[config.mk]
export PLATFORM = sky130hd
export DESIGN_NAME = bezier_curve_phase_evaluator_flat
export DESIGN_NICKNAME = d
export VERILOG_FILES = /design/src/design/bcpe_pkg.sv /design/src/design/bcpe_if.sv /design/src/design/bezier_curve_phase_evaluator.sv /design/src/design/bcpe_ctrl.sv /design/src/design/bcpe_dp.sv /design/src/flat_wrapper.sv
export VERILOG_INCLUDE_DIRS = /design/src /design/src/design
export SDC_FILE = /design/constraint.sdc
export NUM_CORES = 2
export LEC_CHECK = 0
export ABC_CLOCK_PERIOD_IN_PS = 10100
export BUFFER_PORTS_ARGS = -buffer_cell sky130_fd_sc_hd__clkbuf_2
export CELL_PAD_IN_SITES_DETAIL_PLACEMENT = 1
export CELL_PAD_IN_SITES_GLOBAL_PLACEMENT = 1
export CORE_ASPECT_RATIO = 0.75
export CORE_MARGIN = 2
export CORE_UTILIZATION = 47
export DETAILED_ROUTE_END_ITERATION = 10
export PLACE_DENSITY_LB_ADDON = 0.3
export SYNTH_ARGS = -nofsm -noshare
export SYNTH_HDL_FRONTEND = slang
export SYNTH_HIERARCHICAL = 1
export SYNTH_SLANG_ARGS = --single-unit
[constraint.sdc]
create_clock -name clk -period 10.1 [get_ports clk]
set_clock_uncertainty 0.2 [all_clocks]
set_input_delay 1.01 -clock clk [delete_from_list [all_inputs] [get_ports clk]]
set_output_delay 1.01 -clock clk [all_outputs]
set_load 0.01 [all_outputs]
[src/design/assert_macros.svh]
// assertion macros shared by the curve evaluator modules
// no dependencies; included inside module bodies
`ifndef ASSERT_MACROS_SVH
`define ASSERT_MACROS_SVH

// consequent must hold in the cycle after the antecedent
`define ASSERT_NEXT(name, clk, rst, ante, cons) \
  name: assert property (@(posedge clk) disable iff (rst) (ante) |=> (cons)) \
    else $error("assertion failed");

// consequent must hold in the same cycle as the antecedent
`define ASSERT_SAME(name, clk, rst, ante, cons) \
  name: assert property (@(posedge clk) disable iff (rst) (ante) |-> (cons)) \
    else $error("assertion failed");

`endif

[src/design/bcpe_pkg.sv]
// shared types and constants for the bezier curve phase evaluator
// no dependencies
`default_nettype none

package bcpe_pkg;

  localparam int SAMPLE_BITS_DEF = 16;
  localparam int PHASE_BITS_DEF  = 16;
  localparam int GUARD_BITS      = 16;
  localparam int DEGREE_BITS     = 2;
  localparam int STEP_BITS       = 2;
  localparam int NUM_COEF        = 4;
  localparam int CFG_IDX_BITS    = 3;

  localparam logic [CFG_IDX_BITS-1:0] CFG_DEGREE = 3'd0;
  localparam logic [CFG_IDX_BITS-1:0] CFG_POINT0 = 3'd1;
  localparam logic [CFG_IDX_BITS-1:0] CFG_POINT1 = 3'd2;
  localparam logic [CFG_IDX_BITS-1:0] CFG_POINT2 = 3'd3;
  localparam logic [CFG_IDX_BITS-1:0] CFG_POINT3 = 3'd4;

  localparam logic [DEGREE_BITS-1:0] DEGREE_CONST  = 2'd0;
  localparam logic [DEGREE_BITS-1:0] DEGREE_LINEAR = 2'd1;
  localparam logic [DEGREE_BITS-1:0] DEGREE_QUAD   = 2'd2;
  localparam logic [DEGREE_BITS-1:0] DEGREE_CUBIC  = 2'd3;

  typedef enum logic [1:0] {
    FUNC_ADVANCE  = 2'd0,
    FUNC_RESTART  = 2'd1,
    FUNC_POSITION = 2'd2,
    FUNC_HOLD     = 2'd3
  } func_t;

  typedef enum logic [1:0] {
    ST_IDLE = 2'd0,
    ST_MUL  = 2'd1,
    ST_ADD  = 2'd2,
    ST_FIN  = 2'd3
  } state_t;

  typedef struct packed {
    logic                 load;
    logic                 mul;
    logic                 add;
    logic                 fin;
    logic [STEP_BITS-1:0] step;
  } dp_cmd_t;

  typedef struct packed {
    logic [DEGREE_BITS-1:0] degree;
    logic                   out_free;
  } dp_status_t;

endpackage

`default_nettype wire

[src/design/bcpe_if.sv]
// item channels of the curve evaluator: command in, result out
// depends on bcpe_pkg for default widths
`default_nettype none

interface bcpe_in_if #(
  parameter int PHASE_BITS = bcpe_pkg::PHASE_BITS_DEF
);
  logic                  valid;
  logic                  ready;
  logic [1:0]            func;
  logic [PHASE_BITS-1:0] phase_step;
  logic [PHASE_BITS-1:0] position;

  modport source (output valid, output func, output phase_step, output position,
                  input ready);
  modport sink (input valid, input func, input phase_step, input position,
                output ready);
endinterface

interface bcpe_out_if #(
  parameter int SAMPLE_BITS = bcpe_pkg::SAMPLE_BITS_DEF,
  parameter int PHASE_BITS  = bcpe_pkg::PHASE_BITS_DEF
);
  logic                          valid;
  logic                          ready;
  logic signed [SAMPLE_BITS-1:0] value;
  logic [PHASE_BITS-1:0]         phase;

  modport source (output valid, output value, output phase, input ready);
  modport sink (input valid, input value, input phase, output ready);
endinterface

`default_nettype wire

[src/design/bezier_curve_phase_evaluator.sv]
// bezier curve phase evaluator, degree 0..3, horner's rule on one shared multiplier
// a new command is taken only while idle, so the next item waits until the current
// one is finished; the finish state waits while the previous result is still held,
// and each horner step uses a multiply state and a round/add state on the single multiplier
// reset: phase zero, degree 3, all control points zero, no result pending
`default_nettype none

module bezier_curve_phase_evaluator #(
  parameter int SAMPLE_BITS = bcpe_pkg::SAMPLE_BITS_DEF,
  parameter int PHASE_BITS  = bcpe_pkg::PHASE_BITS_DEF
) (
  input  wire logic                              clk,
  input  wire logic                              rst,
  input  wire logic                              cfg_we,
  input  wire logic [bcpe_pkg::CFG_IDX_BITS-1:0] cfg_index,
  input  wire logic [SAMPLE_BITS-1:0]            cfg_data,
  bcpe_in_if.sink                                cmd,
  bcpe_out_if.source                             res
);
  import bcpe_pkg::*;

  dp_cmd_t    dp_cmd;
  dp_status_t dp_status;
  logic       in_ready;

  assign cmd.ready = in_ready;

  bcpe_ctrl u_ctrl (
    .clk      (clk),
    .rst      (rst),
    .in_valid (cmd.valid),
    .in_ready (in_ready),
    .status   (dp_status),
    .cmd      (dp_cmd)
  );

  bcpe_dp #(
    .SAMPLE_BITS (SAMPLE_BITS),
    .PHASE_BITS  (PHASE_BITS)
  ) u_dp (
    .clk        (clk),
    .rst        (rst),
    .cfg_we     (cfg_we),
    .cfg_index  (cfg_index),
    .cfg_data   (cfg_data),
    .func       (cmd.func),
    .phase_step (cmd.phase_step),
    .position   (cmd.position),
    .cmd        (dp_cmd),
    .status     (dp_status),
    .out_valid  (res.valid),
    .out_ready  (res.ready),
    .out_value  (res.value),
    .out_phase  (res.phase)
  );

endmodule

`default_nettype wire

[src/design/bcpe_ctrl.sv]
// sequencer for the horner evaluation: accept, multiply/add per step, finish
// depends on bcpe_pkg and assert_macros.svh
`default_nettype none

module bcpe_ctrl (
  input  wire logic                 clk,
  input  wire logic                 rst,
  input  wire logic                 in_valid,
  output logic                      in_ready,
  input  wire bcpe_pkg::dp_status_t status,
  output bcpe_pkg::dp_cmd_t         cmd
);
  import bcpe_pkg::*;
  `include "assert_macros.svh"

  state_t               state, state_next;
  logic [STEP_BITS-1:0] cnt, cnt_next;
  logic                 accept;

  assign accept = in_valid && (state == ST_IDLE);

  always_ff @(posedge clk) begin
    if (rst) begin
      state <= ST_IDLE;
      cnt   <= '0;
    end else begin
      state <= state_next;
      cnt   <= cnt_next;
    end
  end

  always_comb begin
    state_next = state;
    cnt_next   = cnt;
    case (state)
      ST_IDLE: begin
        if (accept) begin
          cnt_next   = STEP_BITS'(1);
          state_next = (status.degree == DEGREE_CONST) ? ST_FIN : ST_MUL;
        end
      end
      ST_MUL: begin
        state_next = ST_ADD;
      end
      ST_ADD: begin
        if (cnt == status.degree) begin
          state_next = ST_FIN;
        end else begin
          cnt_next   = cnt + STEP_BITS'(1);
          state_next = ST_MUL;
        end
      end
      ST_FIN: begin
        // wait here while the previous result is still held
        if (status.out_free) begin
          state_next = ST_IDLE;
        end
      end
      default: begin
        state_next = ST_IDLE;
      end
    endcase
  end

  always_comb begin
    in_ready = (state == ST_IDLE);
    cmd.load = accept;
    cmd.mul  = (state == ST_MUL);
    cmd.add  = (state == ST_ADD);
    cmd.fin  = (state == ST_FIN) && status.out_free;
    cmd.step = cnt;
  end

  `ASSERT_NEXT(a_accept_leaves_idle, clk, rst, accept, state != ST_IDLE)
  `ASSERT_NEXT(a_fin_returns_idle, clk, rst, cmd.fin, state == ST_IDLE)
  `ASSERT_NEXT(a_last_step_fin, clk, rst, cmd.add && (cnt == status.degree),
               state == ST_FIN)

endmodule

`default_nettype wire

[src/design/bcpe_dp.sv]
// datapath: config registers, power-basis coefficients, phase accumulator,
// shared multiplier for horner steps and the result register; uses bcpe_pkg
`default_nettype none

module bcpe_dp #(
  parameter int SAMPLE_BITS = bcpe_pkg::SAMPLE_BITS_DEF,
  parameter int PHASE_BITS  = bcpe_pkg::PHASE_BITS_DEF
) (
  input  wire logic                                 clk,
  input  wire logic                                 rst,
  input  wire logic                                 cfg_we,
  input  wire logic [bcpe_pkg::CFG_IDX_BITS-1:0]    cfg_index,
  input  wire logic [SAMPLE_BITS-1:0]               cfg_data,
  input  wire logic [1:0]                           func,
  input  wire logic [PHASE_BITS-1:0]                phase_step,
  input  wire logic [PHASE_BITS-1:0]                position,
  input  wire bcpe_pkg::dp_cmd_t                    cmd,
  output bcpe_pkg::dp_status_t                      status,
  output logic                                      out_valid,
  input  wire logic                                 out_ready,
  output logic signed [SAMPLE_BITS-1:0]             out_value,
  output logic [PHASE_BITS-1:0]                     out_phase
);
  import bcpe_pkg::*;
  `include "assert_macros.svh"

  localparam int S  = SAMPLE_BITS;
  localparam int P  = PHASE_BITS;
  localparam int G  = GUARD_BITS;
  localparam int CW = S + 4;          // coefficient width
  localparam int AW = S + 5 + G;      // accumulator width
  localparam int MW = AW - 1;         // accumulator magnitude width
  localparam int RW = MW + 1 - G;     // rounded result magnitude width
  localparam logic [MW+P:0] RND_P = (MW + P + 1)'(1) << (P - 1);
  localparam logic [MW:0]   RND_G = (MW + 1)'(1) << (G - 1);
  localparam logic [RW-1:0] POS_LIM = {{(RW - S + 1){1'b0}}, {(S - 1){1'b1}}};
  localparam logic [RW-1:0] NEG_LIM = {{(RW - S){1'b0}}, 1'b1, {(S - 1){1'b0}}};

  // configuration
  logic [DEGREE_BITS-1:0] degree;
  logic signed [S-1:0]    point0, point1, point2, point3;

  always_ff @(posedge clk) begin
    if (rst) begin
      degree <= DEGREE_CUBIC;
      point0 <= '0;
      point1 <= '0;
      point2 <= '0;
      point3 <= '0;
    end else if (cfg_we) begin
      case (cfg_index)
        CFG_DEGREE: degree <= cfg_data[DEGREE_BITS-1:0];
        CFG_POINT0: point0 <= cfg_data;
        CFG_POINT1: point1 <= cfg_data;
        CFG_POINT2: point2 <= cfg_data;
        CFG_POINT3: point3 <= cfg_data;
        default: ;
      endcase
    end
  end

  // power-basis coefficients, highest power first, registered
  logic signed [CW-1:0] e0, e1, e2, e3;
  logic signed [CW-1:0] d10, d12, s02;
  logic signed [CW-1:0] coef_next [NUM_COEF];
  logic signed [CW-1:0] coef      [NUM_COEF];

  assign e0  = CW'(point0);
  assign e1  = CW'(point1);
  assign e2  = CW'(point2);
  assign e3  = CW'(point3);
  assign d10 = e1 - e0;
  assign d12 = e1 - e2;
  assign s02 = e2 + e0 - (e1 <<< 1);

  always_comb begin
    for (int i = 0; i < NUM_COEF; i++) begin
      coef_next[i] = '0;
    end
    case (degree)
      DEGREE_CONST: begin
        coef_next[0] = e0;
      end
      DEGREE_LINEAR: begin
        coef_next[0] = d10;
        coef_next[1] = e0;
      end
      DEGREE_QUAD: begin
        coef_next[0] = s02;
        coef_next[1] = d10 <<< 1;
        coef_next[2] = e0;
      end
      default: begin
        coef_next[0] = e3 - e0 + (d12 <<< 1) + d12;
        coef_next[1] = (s02 <<< 1) + s02;
        coef_next[2] = (d10 <<< 1) + d10;
        coef_next[3] = e0;
      end
    endcase
  end

  always_ff @(posedge clk) begin
    if (rst) begin
      for (int i = 0; i < NUM_COEF; i++) begin
        coef[i] <= '0;
      end
    end else begin
      for (int i = 0; i < NUM_COEF; i++) begin
        coef[i] <= coef_next[i];
      end
    end
  end

  // phase and evaluation point
  logic [P-1:0] phase_q, phase_sum, u_q;

  assign phase_sum = phase_q + phase_step;

  always_ff @(posedge clk) begin
    if (rst) begin
      phase_q <= '0;
    end else if (cmd.load) begin
      case (func)
        FUNC_ADVANCE: phase_q <= phase_sum;
        FUNC_RESTART: phase_q <= '0;
        default:      phase_q <= phase_q;
      endcase
    end
  end

  always_ff @(posedge clk) begin
    if (cmd.load) begin
      case (func)
        FUNC_ADVANCE:  u_q <= phase_sum;
        FUNC_RESTART:  u_q <= '0;
        FUNC_POSITION: u_q <= position;
        default:       u_q <= phase_q;
      endcase
    end
  end

  // horner datapath: multiply magnitude, then round, restore sign and add
  logic signed [AW-1:0] acc;
  logic [AW-1:0]        acc_mag;
  logic [MW+P-1:0]      prod_q;
  logic                 neg_q;
  logic [MW+P:0]        prod_rnd;
  logic [MW:0]          step_mag;
  logic signed [AW-1:0] step_val;
  logic signed [CW-1:0] coef_sel;
  logic signed [AW-1:0] coef_term;
  logic signed [AW-1:0] c0_term;

  assign acc_mag   = acc[AW-1] ? AW'(-acc) : AW'(acc);
  assign prod_rnd  = {1'b0, prod_q} + RND_P;
  assign step_mag  = prod_rnd[MW+P:P];
  assign step_val  = neg_q ? -AW'(step_mag) : AW'(step_mag);
  assign coef_sel  = coef[cmd.step];
  assign coef_term = {coef_sel[CW-1], coef_sel, {G{1'b0}}};
  // leading coefficient taken from coef_next, ahead of its register, so a write just before is seen
  assign c0_term   = {coef_next[0][CW-1], coef_next[0], {G{1'b0}}};

  always_ff @(posedge clk) begin
    if (cmd.mul) begin
      prod_q <= acc_mag[MW-1:0] * u_q;
      neg_q  <= acc[AW-1];
    end
  end

  always_ff @(posedge clk) begin
    if (cmd.load) begin
      acc <= c0_term;
    end else if (cmd.add) begin
      acc <= step_val + coef_term;
    end
  end

  // final rounding and saturation
  logic [MW:0]          fin_sum;
  logic [RW-1:0]        fin_mag;
  logic                 fin_neg;
  logic signed [S-1:0]  fin_value;

  assign fin_sum = {1'b0, acc_mag[MW-1:0]} + RND_G;
  assign fin_mag = fin_sum[MW:G];
  assign fin_neg = acc[AW-1];

  always_comb begin
    if (!fin_neg && (fin_mag > POS_LIM)) begin
      fin_value = {1'b0, {(S - 1){1'b1}}};
    end else if (fin_neg && (fin_mag > NEG_LIM)) begin
      fin_value = {1'b1, {(S - 1){1'b0}}};
    end else if (fin_neg) begin
      fin_value = -fin_mag[S-1:0];
    end else begin
      fin_value = fin_mag[S-1:0];
    end
  end

  // result register, parts the output side from the evaluation
  always_ff @(posedge clk) begin
    if (rst) begin
      out_valid <= 1'b0;
    end else if (cmd.fin) begin
      out_valid <= 1'b1;
    end else if (out_ready) begin
      out_valid <= 1'b0;
    end
  end

  always_ff @(posedge clk) begin
    if (cmd.fin) begin
      out_value <= fin_value;
      out_phase <= phase_q;
    end
  end

  assign status.degree   = degree;
  assign status.out_free = !out_valid || out_ready;

  `ASSERT_NEXT(a_fin_gives_item, clk, rst, cmd.fin, out_valid)
  `ASSERT_NEXT(a_restart_clears, clk, rst,
               cmd.load && (func == FUNC_RESTART), phase_q == '0)
  `ASSERT_SAME(a_one_command, clk, rst, cmd.load,
               !cmd.mul && !cmd.add && !cmd.fin)

endmodule

`default_nettype wire
[src/flat_wrapper.sv]
// flat-port wrapper written by rule: the top's interface ports become plain ports
module bezier_curve_phase_evaluator_flat import bcpe_pkg::*;
#(
  parameter int SAMPLE_BITS = bcpe_pkg::SAMPLE_BITS_DEF,
  parameter int PHASE_BITS  = bcpe_pkg::PHASE_BITS_DEF
)
  (clk, rst, cfg_we, cfg_index, cfg_data, cmd_valid, cmd_func, cmd_phase_step, cmd_position, cmd_ready, res_valid, res_value, res_phase, res_ready);
  bcpe_in_if #(.PHASE_BITS(PHASE_BITS)) cmd_i ();
  bcpe_out_if #(.SAMPLE_BITS(SAMPLE_BITS), .PHASE_BITS(PHASE_BITS)) res_i ();
  input  wire logic clk;
  input  wire logic rst;
  input  wire logic cfg_we;
  input  wire logic [bcpe_pkg::CFG_IDX_BITS-1:0] cfg_index;
  input  wire logic [SAMPLE_BITS-1:0] cfg_data;
  input wire logic [$bits(cmd_i.valid)-1:0] cmd_valid;
  input wire logic [$bits(cmd_i.func)-1:0] cmd_func;
  input wire logic [$bits(cmd_i.phase_step)-1:0] cmd_phase_step;
  input wire logic [$bits(cmd_i.position)-1:0] cmd_position;
  output wire logic [$bits(cmd_i.ready)-1:0] cmd_ready;
  output wire logic [$bits(res_i.valid)-1:0] res_valid;
  output wire logic [$bits(res_i.value)-1:0] res_value;
  output wire logic [$bits(res_i.phase)-1:0] res_phase;
  input wire logic [$bits(res_i.ready)-1:0] res_ready;
  assign cmd_i.valid = cmd_valid;
  assign cmd_i.func = cmd_func;
  assign cmd_i.phase_step = cmd_phase_step;
  assign cmd_i.position = cmd_position;
  assign cmd_ready = cmd_i.ready;
  assign res_valid = res_i.valid;
  assign res_value = res_i.value;
  assign res_phase = res_i.phase;
  assign res_i.ready = res_ready;
  bezier_curve_phase_evaluator #(.SAMPLE_BITS(SAMPLE_BITS), .PHASE_BITS(PHASE_BITS)) u_core (.clk(clk), .rst(rst), .cfg_we(cfg_we), .cfg_index(cfg_index), .cfg_data(cfg_data), .cmd(cmd_i), .res(res_i));
endmodule
==> results.py <==
metrics = {
    "min_path": {
        "min_to": "u_core/u_dp/point2[15]",
        "min_path_type": "reg2reg",
        "min_from": "u_core/u_dp/point2[15]",
        "whs_path_depth": 2,
    },
    "finish": {
        "antennaDiodeCount": 0,
        "final_nets": 5277,
        "layout-drive-gt1-share": 0.0771,
        "fin_area_um2": 41700,
        "syn_to_final_growth_pct": 7.36,
    },
    "floorplan": {
        "io_pins": 92,
        "row_count": 91,
        "core_um2": 82000,
        "dieArea_um2": 85000,
        "start_util": 0.474,
        "die_h_um": 253,
        "die_w_um": 336,
    },
    "critical_path": {
        "critPathCaptureType": "register",
        "cp.required_ps": 10180,
        "worst_r2r_path_depth": 27,
        "rrSetupSlack_ps": 490,
        "critPathLaunchType": "register",
        "reg2reg_to": "u_core/u_dp/prod_q[49]",
        "criticalPathCategory": "reg2reg",
        "rr_startpoint": "u_core/u_dp/acc[11]",
        "critPathMaxFanout": 18,
        "arrival_ps": 9690,
    },
    "synth": {
        "async_reset_ff_frac": 0,
        "syn-cell-area_um2": 38800,
        "netlist_instances": 4424,
        "synth-seq-cells": 285,
        "ys.flop_type": "dfxtp_1",
        "syn_nets": 5279,
        "yosysTopAreaCell": "fa_1",
        "synthTopCellsByArea": "fa_1 27%, dfxtp_1 9.2%, ha_1 8.6%, edfxtp_1 8.3%, nand2_1 6.3%",
        "netlist-cell-type-count": 92,
        "yosysMostFrequentCell": "nand2_1",
        "synth_edf_count": 107,
        "yosysTopAreaCellShare": 0.273,
        "yosysSeqAreaShare": 0.174,
        "synthTopCellsByCount": "649 x nand2_1, 631 x inv_1, 530 x fa_1",
        "syn_area_per_cell_um2": 8.78,
        "ys_warn_count": 6,
    },
    "clock_network": {
        "clock_path_buffers": 3,
        "htree_levels": 2,
        "holdBufCountCts": 0,
        "cts_root_buffer": "clkbuf_16",
        "insertion_delay_ps": 570,
        "post_cts_buffers": 0,
        "cts_resized": 0,
        "cts_buffers": 35,
        "clock-sinks": 285,
        "cts_tree": "built",
        "cts.clk_slew.worst_paths_ps": 60,
    },
    "global_route": {
        "track_usage": 0.291,
        "grt_pass1_vias": 34200,
        "grt_max_degree": 69,
        "grt-ovfl-total": 0,
        "grt_pass1_wl_um": 195000,
        "antenna_found_initial": 2,
    },
    "timing": {
        "fmax_mhz": 104,
        "relSlewSlack": 0.199,
        "worstMarginPinSlew_ps": 1200,
        "period_minus_slack_ps": 9610,
        "final_hold_viol_count": 0,
        "finalMaxSlewViolations": 0,
        "rsz0062_at_grt": "no",
        "tns_ps": 0,
        "setup_viol": 0,
        "post-route-period-util": 0.951,
        "layout_setup_ws_ps": 491,
    },
    "place": {
        "gp_congestion": 0.888,
        "portBuffers": 91,
        "dpl.hpwl_um": 92700,
        "preCtsSetupSlack_ps": 636,
        "dpl-instance-area_um2": 40500,
    },
    "outcome": {
        "status": "finished clean",
    },
    "routing": {
        "first_iter_violations": 2081,
        "drc_errors": 0,
        "vias_per_cell": 5.71,
        "drt-total-wl_um": 120000,
        "vias": 31500,
        "ant_nets": 0,
        "routedWlPerCell_um": 21.8,
        "drtPass1Iterations": 5,
    },
    "run": {
        "maxCapViolations": 0,
    },
}
## flip-flops by register name, indices dropped and copies added (netlist names), 16 cells and up
name / cells
u_core/u_dp/point1: 16
u_core/u_dp/prod_q: 37
u_core/u_dp/coef: 75
u_core/u_dp/point3: 16
u_core/u_dp/phase_q: 16
u_core/u_dp/point0: 16
u_core/u_dp/acc: 37
u_core/u_dp/out_phase: 16
u_core/u_dp/out_value: 16
u_core/u_dp/u_q: 16
u_core/u_dp/point2: 16
## routing by layer
| metal | vias to the layer above | global-route usage | share of wire |
|---|---|---|---|
| met5 | - | 0 | 0 |
| met4 | 0 | 0.0614 | 0.020 |
| met3 | 138 | 0.0359 | 0.053 |
| met2 | 812 | 0.466 | 0.45 |
| met1 | 16200 | 0.422 | 0.47 |
| li1 | 14300 | - | - |
## worst max-delay path by stage
stage	startpoint	end	slack, ps
6_report	u_core/u_dp/acc[11]	u_core/u_dp/prod_q[49]	490
5_1_grt	u_core/u_dp/acc[11]	u_core/u_dp/prod_q[49]	110
4_1_cts	u_core/u_dp/acc[11]	u_core/u_dp/prod_q[49]	550
3_5_place_dp	u_core/u_dp/acc[11]	u_core/u_dp/prod_q[49]	640
3_3_place_gp	u_core/u_dp/acc[2]	u_core/u_dp/prod_q[49]	960
2_1_floorplan	u_core/u_dp/acc[0]	u_core/u_dp/prod_q[49]	1380
## layout by cell type (no fill, tap or decap), drive strengths merged, types with 68 or more instances in the layout
master | netlist | layout
nor2 | 219 | 219
inv | 631 | 633
nand2 | 649 | 649
nor3 | 68 | 68
dfxtp | 178 | 178
buf | 36 | 84
xnor2 | 191 | 191
ha | 267 | 267
xor2 | 84 | 84
a21oi | 219 | 219
and2 | 262 | 262
o21ai | 147 | 147
clkbuf | 177 | 141
edfxtp | 107 | 107
fa | 530 | 530
## critical path, cell delays in order, from the launching register on
cell and delay [ps]:
dfxtp_1 370, or4_1 640, nor4_2 400, nand3_1 160
o31ai_1 380, xnor2_2 450, nand2_1 190, fa_1 590
fa_1 440, fa_1 530, inv_1 50, fa_1 470
fa_1 550, inv_1 60, fa_1 540, inv_1 40
ha_1 330, and3_1 190, a221o_1 370, a21oi_1 220
nand2_1 80, a21oi_1 370, nor4b_1 110, buf_4 180
or2_2 330, a31oi_1 580, o311ai_0 290, xor2_1 190
## cell families (layout without fill, tap and decap cells)
kind of cell	after synthesis	in the layout	share of synthesized area
AO/OA/AOI/OAI	651	651	0.107
XOR/XNOR	275	275	0.0624
adder cells (fa/ha/maj)	797	797	0.359
buffers and inverters	846	870	0.0825
flip-flops	285	285	0.174
multiplexers	82	82	0.0310
AND/OR/NAND/NOR	1488	1488	0.184
## area by class of cell
class / instances / area (um^2)
clock buffers: 51 / 1060
clock inverters: 12 / 92.6
fillers: 9596 / 40300
inverters: 633 / 2380
multi-input cells: 3293 / 29000
flip-flops and latches: 285 / 6780
well taps: 1069 / 1340
repair buffers: 174 / 1080
## through the flow
| step | utilization | hold WS (ps) | instances |
|---|---|---|---|
| floorplan | - | 236 | 4424 |
| global placement | 0.495 | 243 | 5454 |
| detailed placement | 0.495 | 250 | 5454 |
| CTS | 0.509 | 258 | 5517 |
| global route | 0.509 | 273 | 5517 |
| finish | 0.509 | 256 | 5517 |
Power is not shown: default switching activity piles up to over one toggle a cycle in this logic, so the estimate is an artifact.
